===== config.mk =====
export PLATFORM = sky130hd
export DESIGN_NAME = sector_bitmap_run_extractor
export DESIGN_NICKNAME = d
export VERILOG_FILES = /design/src/sv/sbre_pkg.sv /design/src/sv/sbre_front.sv /design/src/sv/sbre_queue.sv /design/src/sv/sbre_back.sv /design/src/sv/sector_bitmap_run_extractor.sv
export SDC_FILE = /design/constraint.sdc
export NUM_CORES = 1
export LEC_CHECK = 0
export BUFFER_PORTS_ARGS = -buffer_cell sky130_fd_sc_hd__buf_2
export CAP_MARGIN = 10
export CORE_MARGIN = 2
export CORE_UTILIZATION = 35
export CTS_CLUSTER_SIZE = 30
export DETAILED_ROUTE_END_ITERATION = 8
export SKIP_LAST_GASP = 1
export SLEW_MARGIN = 20
export SYNTH_ARGS = -nofsm -noshare
export SYNTH_HDL_FRONTEND = slang
export SYNTH_SLANG_ARGS = --single-unit

===== constraint.sdc =====
create_clock -name clk -period 5.25 [get_ports clk]
set_clock_uncertainty 0.1 [all_clocks]
set_input_delay 0.525 -clock clk [delete_from_list [all_inputs] [get_ports clk]]
set_output_delay 0.525 -clock clk [all_outputs]
set_load 0.03 [all_outputs]

===== src/sv/sbre_pkg.sv =====
package sbre_pkg;

  localparam int MAX_BITMAP_BYTES = 1048576;
  localparam int BYTE_W = 8;
  localparam int IDX_W = 24;
  localparam int OFS_W = 36;
  localparam int POS_W = $clog2(BYTE_W);

  // Highest base sector index that still leaves room for one more byte.
  localparam logic [IDX_W-1:0] LAST_BASE = IDX_W'(MAX_BITMAP_BYTES * BYTE_W - BYTE_W);

  localparam int QUEUE_DEPTH = 4;
  localparam int QPTR_W = $clog2(QUEUE_DEPTH);

  localparam int CFG_ADDR_W = 1;
  localparam int CFG_DATA_W = 1;

  typedef enum logic [CFG_ADDR_W-1:0] {
    CFG_MSB_FIRST = 1'b0,
    CFG_SECTOR_4K = 1'b1
  } cfg_index_t;

  typedef logic [IDX_W-1:0] idx_t;

  // One classified bitmap byte, handed from the front end to the range emitter.
  typedef struct packed {
    logic [BYTE_W-1:0] flags;      // sector flags in sector order
    logic [BYTE_W-1:0] chg;        // flag changes at each sector of the byte
    idx_t              base;       // sector index of the byte's first flag
    idx_t              run_start;  // start of the run open before this byte
    idx_t              end_index;  // sector count after this byte
    logic              final_bit;  // flag value of the run open after this byte
    logic              fin;        // byte closes the bitmap
    logic              ovf;        // overflow seen in this bitmap so far
  } run_entry_t;

endpackage


===== src/sv/sbre_front.sv =====
module sbre_front
  import sbre_pkg::*;
(
  input  logic              clk,
  input  logic              rst,
  input  logic              msb_first,
  input  logic              in_valid,
  output logic              in_ready,
  input  logic [BYTE_W-1:0] in_byte,
  input  logic              in_fin,
  output logic              push,
  input  logic              push_ready,
  output run_entry_t        entry
);

  logic run_bit, run_bit_next;
  idx_t run_start, run_start_next;
  idx_t sector_count, sector_count_next;
  logic in_bitmap, in_bitmap_next;
  logic overflow_seen, overflow_seen_next;

  logic [BYTE_W-1:0] f;
  logic [BYTE_W-1:0] chg;
  logic [POS_W-1:0]  hp;
  logic              starting;
  logic              skip;
  logic              rb;
  logic              ov;
  idx_t              rs;
  idx_t              sc;

  function automatic logic [POS_W-1:0] highest_set(logic [BYTE_W-1:0] m);
    logic [POS_W-1:0] r;
    r = '0;
    for (int i = 0; i < BYTE_W; i++) begin
      if (m[i]) r = POS_W'(i);
    end
    return r;
  endfunction

  assign in_ready = push_ready;
  assign push     = in_valid && push_ready;

  always_comb begin
    for (int i = 0; i < BYTE_W; i++) begin
      f[i] = msb_first ? in_byte[BYTE_W-1-i] : in_byte[i];
    end
    starting = !in_bitmap;
    rb   = starting ? f[0] : run_bit;
    rs   = starting ? '0 : run_start;
    sc   = starting ? '0 : sector_count;
    ov   = starting ? 1'b0 : overflow_seen;
    skip = sc > LAST_BASE;
    chg  = skip ? '0 : (f ^ {f[BYTE_W-2:0], rb});
    hp   = highest_set(chg);

    run_bit_next       = skip ? rb : f[BYTE_W-1];
    run_start_next     = (chg != '0) ? sc + idx_t'(hp) : rs;
    sector_count_next  = skip ? sc : sc + idx_t'(BYTE_W);
    overflow_seen_next = ov | skip;
    in_bitmap_next     = !in_fin;
  end

  always_comb begin
    entry.flags     = f;
    entry.chg       = chg;
    entry.base      = sc;
    entry.run_start = rs;
    entry.end_index = sector_count_next;
    entry.final_bit = run_bit_next;
    entry.fin       = in_fin;
    entry.ovf       = overflow_seen_next;
  end

  always_ff @(posedge clk) begin
    if (rst) begin
      run_bit       <= 1'b0;
      run_start     <= '0;
      sector_count  <= '0;
      in_bitmap     <= 1'b0;
      overflow_seen <= 1'b0;
    end else if (push) begin
      run_bit       <= run_bit_next;
      run_start     <= run_start_next;
      sector_count  <= sector_count_next;
      in_bitmap     <= in_bitmap_next;
      overflow_seen <= overflow_seen_next;
    end
  end

endmodule


===== src/sv/sbre_queue.sv =====
module sbre_queue
  import sbre_pkg::*;
(
  input  logic       clk,
  input  logic       rst,
  input  logic       push,
  output logic       push_ready,
  input  run_entry_t push_entry,
  output logic       head_valid,
  input  logic       pop,
  output run_entry_t head
);

  run_entry_t         q_mem [QUEUE_DEPTH];
  logic [QPTR_W-1:0]  wr_ptr;
  logic [QPTR_W-1:0]  rd_ptr;
  logic [QPTR_W:0]    count;

  assign push_ready = count != (QPTR_W+1)'(QUEUE_DEPTH);
  assign head_valid = count != '0;
  assign head       = q_mem[rd_ptr];

  always_ff @(posedge clk) begin
    if (push) q_mem[wr_ptr] <= push_entry;
  end

  always_ff @(posedge clk) begin
    if (rst) begin
      wr_ptr <= '0;
      rd_ptr <= '0;
      count  <= '0;
    end else begin
      if (push) wr_ptr <= wr_ptr + 1'b1;
      if (pop)  rd_ptr <= rd_ptr + 1'b1;
      case ({push, pop})
        2'b10:   count <= count + 1'b1;
        2'b01:   count <= count - 1'b1;
        default: count <= count;
      endcase
    end
  end

endmodule


===== src/sv/sbre_back.sv =====
module sbre_back
  import sbre_pkg::*;
(
  input  logic             clk,
  input  logic             rst,
  input  logic             sector_is_4k,
  input  logic             head_valid,
  input  run_entry_t       head,
  output logic             pop,
  output logic             out_valid,
  input  logic             out_ready,
  output logic [OFS_W-1:0] out_start,
  output logic [OFS_W-1:0] out_end,
  output logic             out_alloc,
  output logic             out_last,
  output logic             out_ovf
);

  logic [BYTE_W-1:0] done, done_next;
  logic              mid, mid_next;
  idx_t              start_reg, start_reg_next;
  logic              out_valid_next;

  logic              slot_free;
  logic              step;
  logic              emit;
  logic              has_chg;
  logic [BYTE_W-1:0] rem;
  logic [BYTE_W-1:0] rem_after;
  logic [BYTE_W-1:0] p_onehot;
  logic [POS_W-1:0]  p;
  idx_t              cur_start;
  idx_t              chg_idx;
  idx_t              r_end;
  logic              r_alloc;

  function automatic logic [POS_W-1:0] lowest_set(logic [BYTE_W-1:0] m);
    logic [POS_W-1:0] r;
    r = '0;
    for (int i = BYTE_W - 1; i >= 0; i--) begin
      if (m[i]) r = POS_W'(i);
    end
    return r;
  endfunction

  function automatic logic [OFS_W-1:0] sector_offset(idx_t idx, logic is_4k);
    logic [OFS_W-1:0] wide;
    wide = OFS_W'(idx);
    return is_4k ? (wide << 12) : (wide << 9);
  endfunction

  always_comb begin
    slot_free = !out_valid || out_ready;
    rem       = head.chg & ~done;
    has_chg   = rem != '0;
    p         = lowest_set(rem);
    p_onehot  = BYTE_W'(1) << p;
    rem_after = rem & ~p_onehot;
    cur_start = mid ? start_reg : head.run_start;
    chg_idx   = head.base + idx_t'(p);
    step      = head_valid && slot_free;
    emit      = step && (has_chg || head.fin);
    pop       = step && (has_chg ? (rem_after == '0 && !head.fin) : 1'b1);
    r_end     = has_chg ? chg_idx : head.end_index;
    r_alloc   = has_chg ? !head.flags[p] : head.final_bit;
  end

  always_comb begin
    done_next      = done;
    mid_next       = mid;
    start_reg_next = start_reg;
    if (pop) begin
      done_next = '0;
      mid_next  = 1'b0;
    end else if (step && has_chg) begin
      done_next      = done | p_onehot;
      mid_next       = 1'b1;
      start_reg_next = chg_idx;
    end
    if (emit)           out_valid_next = 1'b1;
    else if (out_ready) out_valid_next = 1'b0;
    else                out_valid_next = out_valid;
  end

  always_ff @(posedge clk) begin
    if (rst) begin
      done      <= '0;
      mid       <= 1'b0;
      out_valid <= 1'b0;
    end else begin
      done      <= done_next;
      mid       <= mid_next;
      out_valid <= out_valid_next;
    end
  end

  always_ff @(posedge clk) begin
    start_reg <= start_reg_next;
    if (emit) begin
      out_start <= sector_offset(cur_start, sector_is_4k);
      out_end   <= sector_offset(r_end, sector_is_4k);
      out_alloc <= r_alloc;
      out_last  <= !has_chg;
      out_ovf   <= head.ovf;
    end
  end

endmodule


===== src/sv/sector_bitmap_run_extractor.sv =====
// Sector bitmap run extractor. Bitmap bytes arrive on the s_ stream, eight
// sector flags each, and leave on the m_ stream as ranges of byte offsets
// (sector index times 512, or 4096 with sector_is_4k set), one range per
// change of flag value plus a closing range, marked by m_tlast, on the byte
// that carries s_tlast. The byte after a closing byte starts a new bitmap at
// sector 0. Bytes past 1048576 in one bitmap are dropped and raise the
// overflow flag in m_tuser. Rate: the front end classifies one byte per
// cycle into a four-entry queue while the queue has room; the range
// emitter drains the queue at one range per cycle while the receiver is
// ready, so a byte that yields several ranges holds the queue head until
// all of them have gone out. A range passes through the queue and the
// emitter's single output register before it is offered. Configuration
// must be written only while the block is idle; the block does not enforce it.
module sector_bitmap_run_extractor
  import sbre_pkg::*;
(
  input  logic                    clk,
  input  logic                    rst,
  // Configuration write port
  input  logic                    cfg_we,
  input  logic [CFG_ADDR_W-1:0]   cfg_addr,
  input  logic [CFG_DATA_W-1:0]   cfg_data,
  // Bitmap byte stream
  input  logic                    s_tvalid,
  output logic                    s_tready,
  input  logic [7:0]              s_tdata,   // [7:0] bitmap_byte
  input  logic                    s_tlast,   // final_byte
  // Range stream
  output logic                    m_tvalid,
  input  logic                    m_tready,
  output logic [2*OFS_W-1:0]      m_tdata,   // [35:0] range_start, [71:36] range_end
  output logic                    m_tlast,   // last_range
  output logic [1:0]              m_tuser    // [0] allocated, [1] overflow
);

  logic msb_first;
  logic sector_is_4k;

  logic       push;
  logic       push_ready;
  run_entry_t push_entry;
  logic       head_valid;
  logic       pop;
  run_entry_t head;

  logic [OFS_W-1:0] out_start;
  logic [OFS_W-1:0] out_end;
  logic             out_alloc;
  logic             out_ovf;

  // Configuration registers; bit order is applied at classification, sector
  // size when the range is formed.
  always_ff @(posedge clk) begin
    if (rst) begin
      msb_first    <= 1'b1;
      sector_is_4k <= 1'b0;
    end else if (cfg_we) begin
      case (cfg_index_t'(cfg_addr))
        CFG_MSB_FIRST: msb_first    <= cfg_data[0];
        CFG_SECTOR_4K: sector_is_4k <= cfg_data[0];
        default: ;
      endcase
    end
  end

  // Front end: track the open run and classify each byte's flag changes.
  sbre_front u_front (
    .clk        (clk),
    .rst        (rst),
    .msb_first  (msb_first),
    .in_valid   (s_tvalid),
    .in_ready   (s_tready),
    .in_byte    (s_tdata),
    .in_fin     (s_tlast),
    .push       (push),
    .push_ready (push_ready),
    .entry      (push_entry)
  );

  // Hold classified bytes so either side can stall on its own.
  sbre_queue u_queue (
    .clk        (clk),
    .rst        (rst),
    .push       (push),
    .push_ready (push_ready),
    .push_entry (push_entry),
    .head_valid (head_valid),
    .pop        (pop),
    .head       (head)
  );

  // Back end: walk the change mask, one range per transfer.
  sbre_back u_back (
    .clk          (clk),
    .rst          (rst),
    .sector_is_4k (sector_is_4k),
    .head_valid   (head_valid),
    .head         (head),
    .pop          (pop),
    .out_valid    (m_tvalid),
    .out_ready    (m_tready),
    .out_start    (out_start),
    .out_end      (out_end),
    .out_alloc    (out_alloc),
    .out_last     (m_tlast),
    .out_ovf      (out_ovf)
  );

  assign m_tdata = {out_end, out_start};
  assign m_tuser = {out_ovf, out_alloc};

endmodule


; Word level (Yosys, flattened, before mapping)
; Memory sizes are Yosys's and may differ from the RTL's. A register that Yosys moved wholly into a read port is not among the register bits.
; Index checks and enable logic that the tools add are counted.
[op_classes]
bitwise = 9
order_cmp = 2
shift = 1
n_addsub = 7
n_mux = 46
reduce_logical = 23
n_eq_ne = 3
[ops]
columns = operator, count
row1 = $mux W24, 6
row2 = $mux W33, 2
row3 = $add A24 B3 Y24, 2
row4 = $mux W3, 12
row5 = $add A24 B4 Y24 const B, 1
row6 = $gt A24 B23 Y1 const B, 1
row7 = $mux W1, 19
row8 = $and A8 B8 Y8, 2
row9 = $not A8 Y8, 2
row10 = $reduce_bool A8 Y1, 2
row11 = $logic_not A8 Y1, 1
row12 = $mux W2, 4
row13 = $mux W8, 1
row14 = $or A8 B8 Y8, 1
row15 = $shl A1 B3 Y8 const A, 1
row16 = $xor A8 B8 Y8, 1
row17 = $logic_and A1 B1 Y1, 6
row18 = $pmux W3 S2, 1
row19 = $reduce_and A2 Y1, 3
row20 = $logic_not A1 Y1, 5
row21 = $add A2 B1 Y2 const B, 2
row22 = $lt A3 B4 Y1 const B, 1
row23 = $reduce_bool A2 Y1, 2
row24 = $add A3 B1 Y3 const B, 1
row25 = other kinds (10), 12
[totals]
ff_bits = 169
mem_count = 1
mem_bits_rw = 364
[memory_table]
columns = memory, words, width, read_ports, rd_ports_with_merged_regs, wr, line_no
row1 = u_queue.q_mem, 4, 91, 1, 1, 1, sbre_queue.sv:14  ; run_entry_t q_mem [QUEUE_DEPTH];

; Longest topological paths before layout
; Gate-level depths: netlist of run 1.
[depth]
ltp_word = 19
mapped_depth = 19
depth_no_buf = 17

; Hierarchy
; Synthesis of run 1 repeated with hierarchy kept, for this count alone.
[hier_totals]
hier_cells = 1488
area_unflattened_um2 = 22855.7
[by_module_without_submodules]
columns = module, instances, cells_each, area_each_um2
row1 = sbre_queue, 1, 522, 13654.3
row2 = sbre_back, 1, 405, 5028.6
row3 = sbre_front, 1, 550, 4073.9
row4 = sector_bitmap_run_extractor, 1, 11, 98.8

; Worst setup path before layout of run 1
; Ideal clock, no wire load.
[synth_path]
path_type = reg2reg
start = reg (tool-made name)
end = reg u_back.start_reg[0], enable pin
path_buffers = 5
stages_incl_launch_ff = 12
t_arrival_ns = 4.133
setup_slack_ns = 0.567
t_required_ns = 4.700
synth_period_minus_slack_ns = 4.683
cell_sequence = dfxtp_1 -> buf_6 -> buf_12 -> buf_6 -> buf_6 -> or2_1 -> o22ai_2 -> o211ai_1 -> a21oi_1 -> clkbuf_1 -> a211oi_1 -> a311oi_1
[synth_lines]
columns = item, line_no
row1 = "end signal, assigned", sbre_back.sv:98  ; start_reg <= start_reg_next;
row2 = "end, declared", sbre_back.sv:21  ; idx_t start_reg, start_reg_next;

==> run_results.csv, run 1 <==
group,metric,value,unit
floorplan,core,61800,um^2
synth,synth_area_per_cell,15.0,um^2
placement,place.gp.congestion,0.847,
clocking,hold_buffers,0,
finish,final_util,40.3,%
worst_setup_path,criticalPathCategory,"reg -> reg",
pwr,p_per_area,427,nW/um^2
synth,yosysUniqueCellTypes,82,
finish,drive_above_1_share,19.7,%
placement,dp_hpwl,35000,um
sta,setup_viol,0,
worst_setup_path,cp_slowest_cell,"dfxtp_4",
worst_setup_path,startpoint_type,"flip-flop",
clocking,clockRootBuffer,"clkbuf_16",
hold_path,holdCritStartpoint,"s_tlast",
floorplan,start_util,35.4,%
clocking,clk_pin_slew_worst_paths,60,ps
worst_setup_path,path_max_fanout,20,
synth,synth_top_area_share,59.4,%
floorplan,io-pin-count,93,
routing,dr.pass1.iters,5,
synth,yosysTopAreaCell,"edfxtp_1",
clocking,cts_resized,0,
sta,period_share,88.4,%
pwr,p_leak,8.39,nW
worst_setup_path,reg2regPathDepth,14,
pwr,pwr-share-seq,46.1,%
clocking,htree_num_levels,2,
finish,fin_area,24900,um^2
synth,synth_area,21900,um^2
pwr,vdd_drop_max,0.255,mV
worst_setup_path,critPathArrivalTime,4900,ps
placement,io_buffers,74,
clocking,cts_setup_buffers,0,
synth,ys.flop_type,"edfxtp_1",
routing,wire_per_inst,22.3,um
global_routing,grt_usage,16.8,%
clocking,cts_tree,"yes",
finish,top_regs,"u_queue.q_mem x352, u_back.out_end x27, u_back.out_start x27",
global_routing,grt_overflow_total,0,
synth,synth.most_common_cell,"edfxtp_1",
routing,ant_nets,0,
synth,synthArstFlopShare,0,%
pwr,power_frac_comb,19.7,%
job,drv_cap,0,
sta,layout_min_cycle_time,4640,ps
floorplan,num_rows,91,
floorplan,die-area,64600,um^2
routing,drtIter0Drc,944,
sta,slew_violations,0,
outcome,outcome,"completed",
pwr,switching_power,0.00305,W
routing,num_vias,12519,
synth,synth_area_leaders,"edfxtp_1 (59%), mux4_2 (8.4%), dfxtp_1 (6.6%)",
clocking,cts_max_path_buffers,3,
finish,areaGrowthSynthToFinish,13.9,%
worst_setup_path,crit_required,5510,ps
hold_path,holdPathStages,2,
synth,synth-seq-area-share,66.0,%
finish,largest_register_ffs,352,
clocking,numCtsBuffers,53,
global_routing,antenna_found_initial,2,
worst_setup_path,end_kind,"flip-flop",
pwr,switching_share,28.6,%
global_routing,grt_max_degree,89,
global_routing,grt_pass1_vias,12726,
worst_setup_path,critPathMaxStageDelay,600,ps
floorplan,fp.dieH,254,um
sta,max_slew_margin,33.0,%
synth,synth-edff-count,433,
sta,tightest_slew,1010,ps
sta,fmax,0.215,GHz
clocking,cts_sinks,505,
pwr,clkPwrFrac,34.2,%
finish,nets,1570,
synth,synthCells,1458,
synth,synth_warnings,0,
clocking,clock_latency,610,ps
global_routing,grt_pass1_wl,80500,um
sta,hold_viol_final,0,
synth,yosys-top-cells-count,"edfxtp_1 (433), nand2_1 (92), mux4_2 (82)",
sta,rsz0062_at_grt,"no",
finish,largest_register,"u_queue.q_mem",
synth,synth_seq_cells,505,
routing,routed_wl,54000,um
sta,tns,0,ps
floorplan,die_w,254,um
routing,drcViolationCount,0,
pwr,p_int,0.00761,W
hold_path,hp-class,"in -> reg",
routing,vias_per_cell,5.18,
placement,postPlaceCellArea,23200,um^2
worst_setup_path,worstPathCellList,"mux4_2, nor2b_1, a21oi_1, o21ai_2, ha_1, inv_1, fa_1, inv_1, a21o_1, and3_1, nand4_1, xnor2_1, mux2_2, mux2_2",
[stage by stage]
stage | hold WS, ps | setup slack, ps | power, W | instances
floorplan | 345 | 567 | 0.00638 | 1475
global placement | 360 | 661 | 0.00709 | 2320
detailed placement | 364 | 617 | 0.00711 | 2320
CTS | 60.2 | 628 | 0.0108 | 2416
global route | 69.6 | 342 | 0.0111 | 2418
finish | 88.3 | 609 | 0.0107 | 2418
[per-layer routing]
layer  GRT usage (%)  share of wire, %  vias up
met5               0                 0        -
met4            6.07               2.8        0
met3            2.63               5.3       82
met2            27.8                49      357
met1            22.5                43     6394
li1                -                 -     5686
[power by group through the flow]
stage	clock (W)	sequential (W)	combinational, W
6_report	0.00364	0.00491	0.00210
3_5_place_dp	0	0.00500	0.00211
5_1_grt	0.00386	0.00494	0.00226
3_3_place_gp	0	0.00499	0.00209
2_1_floorplan	0	0.00515	0.00123
4_1_cts	0.00373	0.00492	0.00212
[worst max-delay path: cells and delay by family (launching register included)]
kind / cells / cell delay [ps]
and+or+nand+nor: 3 / 1090
muxes: 3 / 860
AOI/OAI and AO/OA: 3 / 820
adders and majority gates: 2 / 620
DFF: 1 / 600
xor gates and xnor gates: 1 / 160
buffers and inverters: 2 / 120
[path summary, 6_finish.rpt]
check	end	slack (ps)
setup / recovery	u_back.out_end[32]$_DFFE_PP_	610
hold / removal	u_front.in_bitmap$_SDFFE_PP0P_	90
setup reg to reg	u_back.out_end[32]$_DFFE_PP_	610
hold reg to reg	u_front.run_start[2]$_SDFFE_PP0P_	370
[placed cells by master, fill, tap and decap left out, types with 10 or more instances in the layout]
master	synthesis	final
dfxtp_1	72	68
a21oi_1	59	59
mux4_2	82	82
mux2_2	11	11
edfxtp_1	433	433
conb_1	1	18
o21ai_0	40	40
mux2i_1	80	80
buf_2	12	74
clkinv_1	0	12
and2_1	46	46
nand2_1	92	92
clkbuf_1	58	10
nand3_1	37	37
nor3_1	19	19
a211oi_1	16	16
nor2_1	67	67
clkbuf_16	0	53
nand4_1	18	18
and3_1	16	12
ha_1	12	12
xor2_1	14	14
inv_1	51	50
buf_4	23	35
xnor2_1	55	55
[layout make-up]
cell class                      instances  area [um^2]
Fill cell                            5708        36900
Multi-Input combinational cell        814         6830
Timing Repair Buffer                  113          721
Tap cell                              837         1050
Sequential cell                       505        14500
Antenna cell                            1         2.50
Inverter                               52          195
Clock buffer                           67         1420
Clock inverter                         29          273
[logic make-up after synthesis]
family	Yosys count	synth area share (%)
AO/OA/AOI/OAI	179	5.38
adder cells (fa/ha/maj)	16	1.01
multiplexers	177	13.1
flip-flops	505	66.0
XOR/XNOR	69	2.76
other	1	0.0171
buffers and inverters	156	3.35
AND/OR/NAND/NOR	355	8.38
No activity file was read; power rests on OpenSTA's default activity.
==> run 2, diff against run 1 <==
--- a/config.mk
+++ b/config.mk
@@ -8,11 +8,13 @@
 export BUFFER_PORTS_ARGS = -buffer_cell sky130_fd_sc_hd__buf_2
 export CAP_MARGIN = 10
 export CORE_MARGIN = 2
-export CORE_UTILIZATION = 35
+export CORE_UTILIZATION = 55
 export CTS_CLUSTER_SIZE = 30
 export DETAILED_ROUTE_END_ITERATION = 8
+export PLACE_DENSITY = 0.73
 export SKIP_LAST_GASP = 1
 export SLEW_MARGIN = 20
 export SYNTH_ARGS = -nofsm -noshare
 export SYNTH_HDL_FRONTEND = slang
+export SYNTH_HIERARCHICAL = 1
 export SYNTH_SLANG_ARGS = --single-unit
==> run_results.csv, run 2 <==
group,metric,value,unit
worst_setup_path,critPathArrivalTime,4840,ps
synth,synth_warnings,6,
synth,synthArstFlopShare,0,%
floorplan,die-area,43200,um^2
global_routing,grt_max_degree,78,
synth,ys.flop_type,"edfxtp_1",
synth,yosys.area_share.adder,0.920,%
sta,rsz0062_at_grt,"no",
finish,top_regs,"u_queue/q_mem x364, u_back/out_end x27, u_back/out_start x27",
placement,dp_hpwl,34500,um
global_routing,grt_usage,24.2,%
sta,setup_viol,0,
routing,routed_wl,52200,um
floorplan,core,40900,um^2
clocking,clk_pin_slew_worst_paths,70,ps
sta,hold_viol_final,0,
clocking,htree_num_levels,2,
placement,io_buffers,74,
worst_setup_path,crit_required,5450,ps
worst_setup_path,criticalPathCategory,"reg -> reg",
floorplan,io-pin-count,93,
finish,largest_register,"u_queue/q_mem",
clocking,cts_setup_buffers,0,
routing,drcViolationCount,0,
routing,drtIter0Drc,1573,
finish,nets,1584,
sta,slew_violations,0,
sta,tns,0,ps
synth,yosysUniqueCellTypes,83,
synth,yosys-top-cells-count,"edfxtp_1 (445), mux4_2 (112), nand2_1 (97)",
routing,wire_per_inst,24.5,um
finish,final_common_cell,"edfxtp_1",
routing,vias_per_cell,6.27,
floorplan,num_rows,74,
placement,place.gp.congestion,0.860,
floorplan,die_w,208,um
global_routing,grt_overflow_total,0,
clocking,numCtsBuffers,49,
synth,synth-seq-area-share,64.8,%
finish,drive_above_1_share,21.0,%
routing,num_vias,13323,
synth,synth_area_leaders,"edfxtp_1 (58%), mux4_2 (11%), dfxtp_1 (6.3%)",
synth,synth_top_family_by_area,"multiplexers",
worst_setup_path,end_kind,"flip-flop",
pwr,vdd_drop_max,0.237,mV
clocking,cts_tree,"yes",
synth,synth_top_area_share,58.5,%
placement,postPlaceCellArea,23500,um^2
worst_setup_path,startpoint_type,"flip-flop",
synth,synthSimpleGateAreaFrac,8.97,%
finish,final_cell_mix,"edfxtp_1 (445), mux4_2 (112), nand2_1 (97)",
sta,layout_min_cycle_time,4640,ps
clocking,cts_resized,0,
synth,synthCells,1488,
synth,synth_area_per_cell,15.4,um^2
clocking,cts_sinks,517,
pwr,p_leak,8.67,nW
synth,synth.area.mux_share,13.9,%
global_routing,antenna_found_initial,2,
sta,max_slew_margin,35.2,%
hold_path,hp-class,"in -> reg",
routing,ant_nets,0,
finish,fin_area,25200,um^2
clocking,clockRootBuffer,"clkbuf_16",
synth,synthXorXnorAreaFrac,2.06,%
synth,yosysTopAreaCell,"edfxtp_1",
job,drv_cap,0,
synth,synth.most_common_cell,"edfxtp_1",
routing,dr.pass1.iters,7,
floorplan,fp.dieH,208,um
synth,synth_area,22900,um^2
sta,fmax,0.215,GHz
global_routing,grt_pass1_vias,12906,
synth,synth-compound-area-share,5.39,%
pwr,p_per_area,381,nW/um^2
worst_setup_path,path_max_fanout,15,
synth,synth_seq_cells,517,
global_routing,grt_pass1_wl,79300,um
clocking,hold_buffers,0,
finish,areaGrowthSynthToFinish,10.5,%
finish,antennaDiodeCount,0,
floorplan,start_util,55.8,%
clocking,clock_latency,570,ps
sta,tightest_slew,973,ps
synth,synth-edff-count,445,
clocking,cts_max_path_buffers,3,
finish,largest_register_ffs,364,
outcome,outcome,"completed",
sta,period_share,88.4,%
==> run 2: logic make-up after synthesis <==
logic type / Yosys count
adders and majority gates: 15
muxes: 177
DFF: 517
AOI/OAI and AO/OA: 189
other: 1
xor gates and xnor gates: 53
buffers and inverters: 155
and+or+nand+nor: 381
==> run 2: path summary, 6_finish.rpt <==
path | startpoint | endpoint | slack (ps) | cells after the start
min | s_tlast | u_front/in_bitmap$_SDFFE_PP0P_ | 120 | 2
max reg2reg | flip-flop | u_back/out_end[22]$_DFFE_PP_ | 610 | 16
max | flip-flop | u_back/out_end[22]$_DFFE_PP_ | 610 | 16
min reg2reg | u_front/sector_count[2]$_SDFFE_PP0P_ | u_front/sector_count[2]$_SDFFE_PP0P_ | 380 | 1
==> run 2: worst max-delay path, cell delays in order, from the launching register on <==
cell and delay (ps):
dfxtp_4 550, mux4_2 540, nor2b_1 190, a21oi_1 240, and2_1 330, o21ai_0 180
inv_1 130, ha_1 170, inv_1 60, fa_1 410, nor2b_1 190, o21bai_2 140
buf_4 200, or3_2 420, xnor2_1 170, mux2i_1 220, o22ai_1 110
==> run 2: through the flow <==
step / power [W] / setup WS [ps] / hold WS (ps) / utilization, % / instances
3_5_place_dp: 0.00602 / 665 / 361 / 57.5 / 2034
2_1_floorplan: 0.00568 / 705 / 330 / - / 1505
4_1_cts: 0.00968 / 616 / 108 / 61.7 / 2126
5_1_grt: 0.00991 / 323 / 121 / 61.7 / 2126
3_3_place_gp: 0.00599 / 751 / 344 / 57.5 / 2034
6_report: 0.00962 / 608 / 122 / 61.7 / 2126
==> run 2: metal layers <==
metal  vias to the layer above  share of wire, %  global-route usage [%]
met2                       653                48                    39.2
li1                       5860                 -                       -
met5                         -                 0                       0
met4                         0               1.9                    5.28
met3                        82               8.6                    4.07
met1                      6728                41                    34.8
==> run 2: power by group <==
group          internal (W)  total (W)  switching, W
Sequential          0.00477    0.00490      0.000127
Combinational      0.000337    0.00103      0.000693
Clock               0.00220    0.00369       0.00149
Total               0.00731    0.00962       0.00231
==> run 2: final cells by class <==
cell class              count  area [um^2]
repair buffers             99          621
clock inverters            31          363
multi-input cells         833         7250
flip-flops and latches    517        14800
well taps                 532          666
fillers                  2898        15700
inverters                  53          199
clock buffers              61         1330
==> run 3, diff against run 2 <==
--- a/config.mk
+++ b/config.mk
@@ -7,11 +7,13 @@
 export LEC_CHECK = 0
 export BUFFER_PORTS_ARGS = -buffer_cell sky130_fd_sc_hd__buf_2
 export CAP_MARGIN = 10
+export CELL_PAD_IN_SITES_DETAIL_PLACEMENT = 1
+export CELL_PAD_IN_SITES_GLOBAL_PLACEMENT = 1
 export CORE_MARGIN = 2
-export CORE_UTILIZATION = 55
+export CORE_UTILIZATION = 53
 export CTS_CLUSTER_SIZE = 30
 export DETAILED_ROUTE_END_ITERATION = 8
-export PLACE_DENSITY = 0.73
+export PLACE_DENSITY = 0.81
 export SKIP_LAST_GASP = 1
 export SLEW_MARGIN = 20
 export SYNTH_ARGS = -nofsm -noshare
==> run_results.csv, run 3 (synthesis results as in run 2) <==
group,metric,value,unit
finish,final_util,59.0,%
finish,layout.cells.non_filler,2149,
sta,layout_min_cycle_time,4760,ps
floorplan,die_w,212,um
routing,num_vias,14015,
clocking,clockRootBuffer,"clkbuf_16",
placement,dp_hpwl,40800,um
clocking,cts_tree,"yes",
finish,multiInputGateArea,7240,um^2
worst_setup_path,criticalPathCategory,"reg -> reg",
floorplan,fp.dieH,212,um
finish,drive_above_1_share,21.1,%
clocking,clk_pin_slew_worst_paths,60,ps
clocking,cts_sinks,517,
routing,routed_wl,62900,um
finish,top_regs,"u_queue/q_mem x364, u_back/out_end x27, u_back/out_start x27",
routing,dr.pass1.iters,5,
finish,largest_register,"u_queue/q_mem",
floorplan,core,42800,um^2
sta,tns,0,ps
global_routing,grt_pass1_vias,14739,
floorplan,io-pin-count,93,
clocking,cts_resized,0,
clocking,cts_setup_buffers,0,
clocking,cts_max_path_buffers,3,
floorplan,num_rows,76,
outcome,outcome,"completed",
worst_setup_path,worstPathCellList,"mux2i_1, inv_1, o21ai_0, o2bb2ai_1, o21ai_0, a221oi_1, ha_1, inv_1, fa_1, nor2b_1, nor2_1, nor4_1, mux2i_1, mux2i_1",
worst_setup_path,cpLargestDelayFamily,"simple AND/OR/NAND/NOR gates",
routing,ant_nets,0,
global_routing,antenna_found_initial,3,
routing,vias_per_cell,6.52,
placement,dp_cells,2054,
sta,slew_violations,0,
sta,tightest_slew,1140,ps
worst_setup_path,critPathMaxStageDelay,690,ps
global_routing,grt_max_degree,72,
floorplan,die-area,44800,um^2
finish,nets,1592,
finish,final_cell_mix,"edfxtp_1 (445), mux4_2 (112), nand2_1 (97)",
worst_setup_path,crit_required,5640,ps
sta,rsz0062_at_grt,"no",
finish,antennaDiodeCount,0,
worst_setup_path,path_common_cell,"mux2i_1",
worst_setup_path,end_kind,"flip-flop",
worst_setup_path,crit_buf_inv,2,
finish,areaGrowthSynthToFinish,10.5,%
sta,period_share,90.7,%
pwr,p_leak,8.69,nW
global_routing,grt_pass1_wl,94600,um
pwr,p_per_area,387,nW/um^2
placement,io_buffers,74,
floorplan,start_util,53.4,%
worst_setup_path,path_max_fanout,13,
worst_setup_path,cp_slowest_cell,"dfxtp_1",
global_routing,grt_overflow_total,0,
hold_path,hp-class,"in -> reg",
sta,max_slew_margin,23.8,%
routing,drtIter0Drc,1637,
routing,drcViolationCount,0,
finish,fillers,3925,
global_routing,grt_usage,28.8,%
job,drv_cap,0,
sta,fmax,0.210,GHz
worst_setup_path,startpoint_type,"flip-flop",
clocking,htree_num_levels,2,
sta,hold_viol_final,0,
finish,largest_register_ffs,364,
routing,wire_per_inst,29.3,um
clocking,clock_latency,610,ps
clocking,hold_buffers,0,
finish,final_common_cell,"edfxtp_1",
clocking,numCtsBuffers,51,
sta,setup_viol,0,
worst_setup_path,critPathArrivalTime,5150,ps
finish,regArea,14800,um^2
placement,place.gp.congestion,0.874,
pwr,vdd_drop_max,0.227,mV
==> run 3: cell types whose count changed in the layout (fill, tap and decap cells not counted), sizes merged <==
cell      before  now
clkbuf        61   67
clkinvlp       3    1
clkinv        18   16
bufinv         8    7
inv           55   57
buf           99  105
==> run 3: worst paths after layout <==
check / from / endpoint / slack, ps / depth (start not counted)
worst max-delay path: msb_first$_SDFFE_PP1P_ / u_front/run_start[18]$_SDFFE_PP0P_ / 490 / 14
worst min-delay path: cfg_data / sector_is_4k$_SDFFE_PP0P_ / 120 / 3
worst max register to register: msb_first$_SDFFE_PP1P_ / u_front/run_start[18]$_SDFFE_PP0P_ / 490 / 14
worst min register to register: u_front/sector_count[1]$_SDFFE_PP0P_ / u_front/sector_count[1]$_SDFFE_PP0P_ / 400 / 1
==> run 3: area by class of cell <==
cell class,count,area share (%)
Clock inverter,28,1.27
Tap cell,546,2.70
Sequential cell,517,58.7
Multi-Input combinational cell,833,28.7
Inverter,53,0.788
Clock buffer,67,5.45
Timing Repair Buffer,105,2.44
==> run 3: where the power goes <==
| part | internal [W] | switching (W) | total (W) | leakage [nW] |
|---|---|---|---|---|
| Clock | 0.00219 | 0.00158 | 0.00377 | 0.830 |
| Sequential | 0.00477 | 0.000136 | 0.00491 | 4.83 |
| Combinational | 0.000337 | 0.000750 | 0.00109 | 3.03 |
==> run 3: worst reg2reg max path, cell delays in order, from the launching register on <==
cell	delay [ps]
dfxtp_1	690
mux2i_1	530
inv_1	260
o21ai_0	240
o2bb2ai_1	180
o21ai_0	120
a221oi_1	330
ha_1	240
inv_1	60
fa_1	400
nor2b_1	380
nor2_1	240
nor4_1	450
mux2i_1	320
mux2i_1	120
==> run 3: metal layers <==
metal	GRT usage, %	wire length [um]	vias to the layer above
met4	8.69	1790	2
met1	37.8	23800	7228
li1	-	-	5869
met2	49.5	31900	780
met3	5.04	5500	136
met5	0	13	-
==> run 3: through the flow <==
stage | area [um^2] | hold WS, ps | power (W) | setup slack (ps)
5_1_grt | 25300 | 108 | 0.0100 | 130
6_report | 25300 | 119 | 0.00976 | 486
3_5_place_dp | 23600 | 381 | 0.00606 | 535
3_3_place_gp | 23600 | 363 | 0.00600 | 721
2_1_floorplan | 22900 | 330 | 0.00568 | 705
4_1_cts | 25300 | 95.2 | 0.00980 | 498
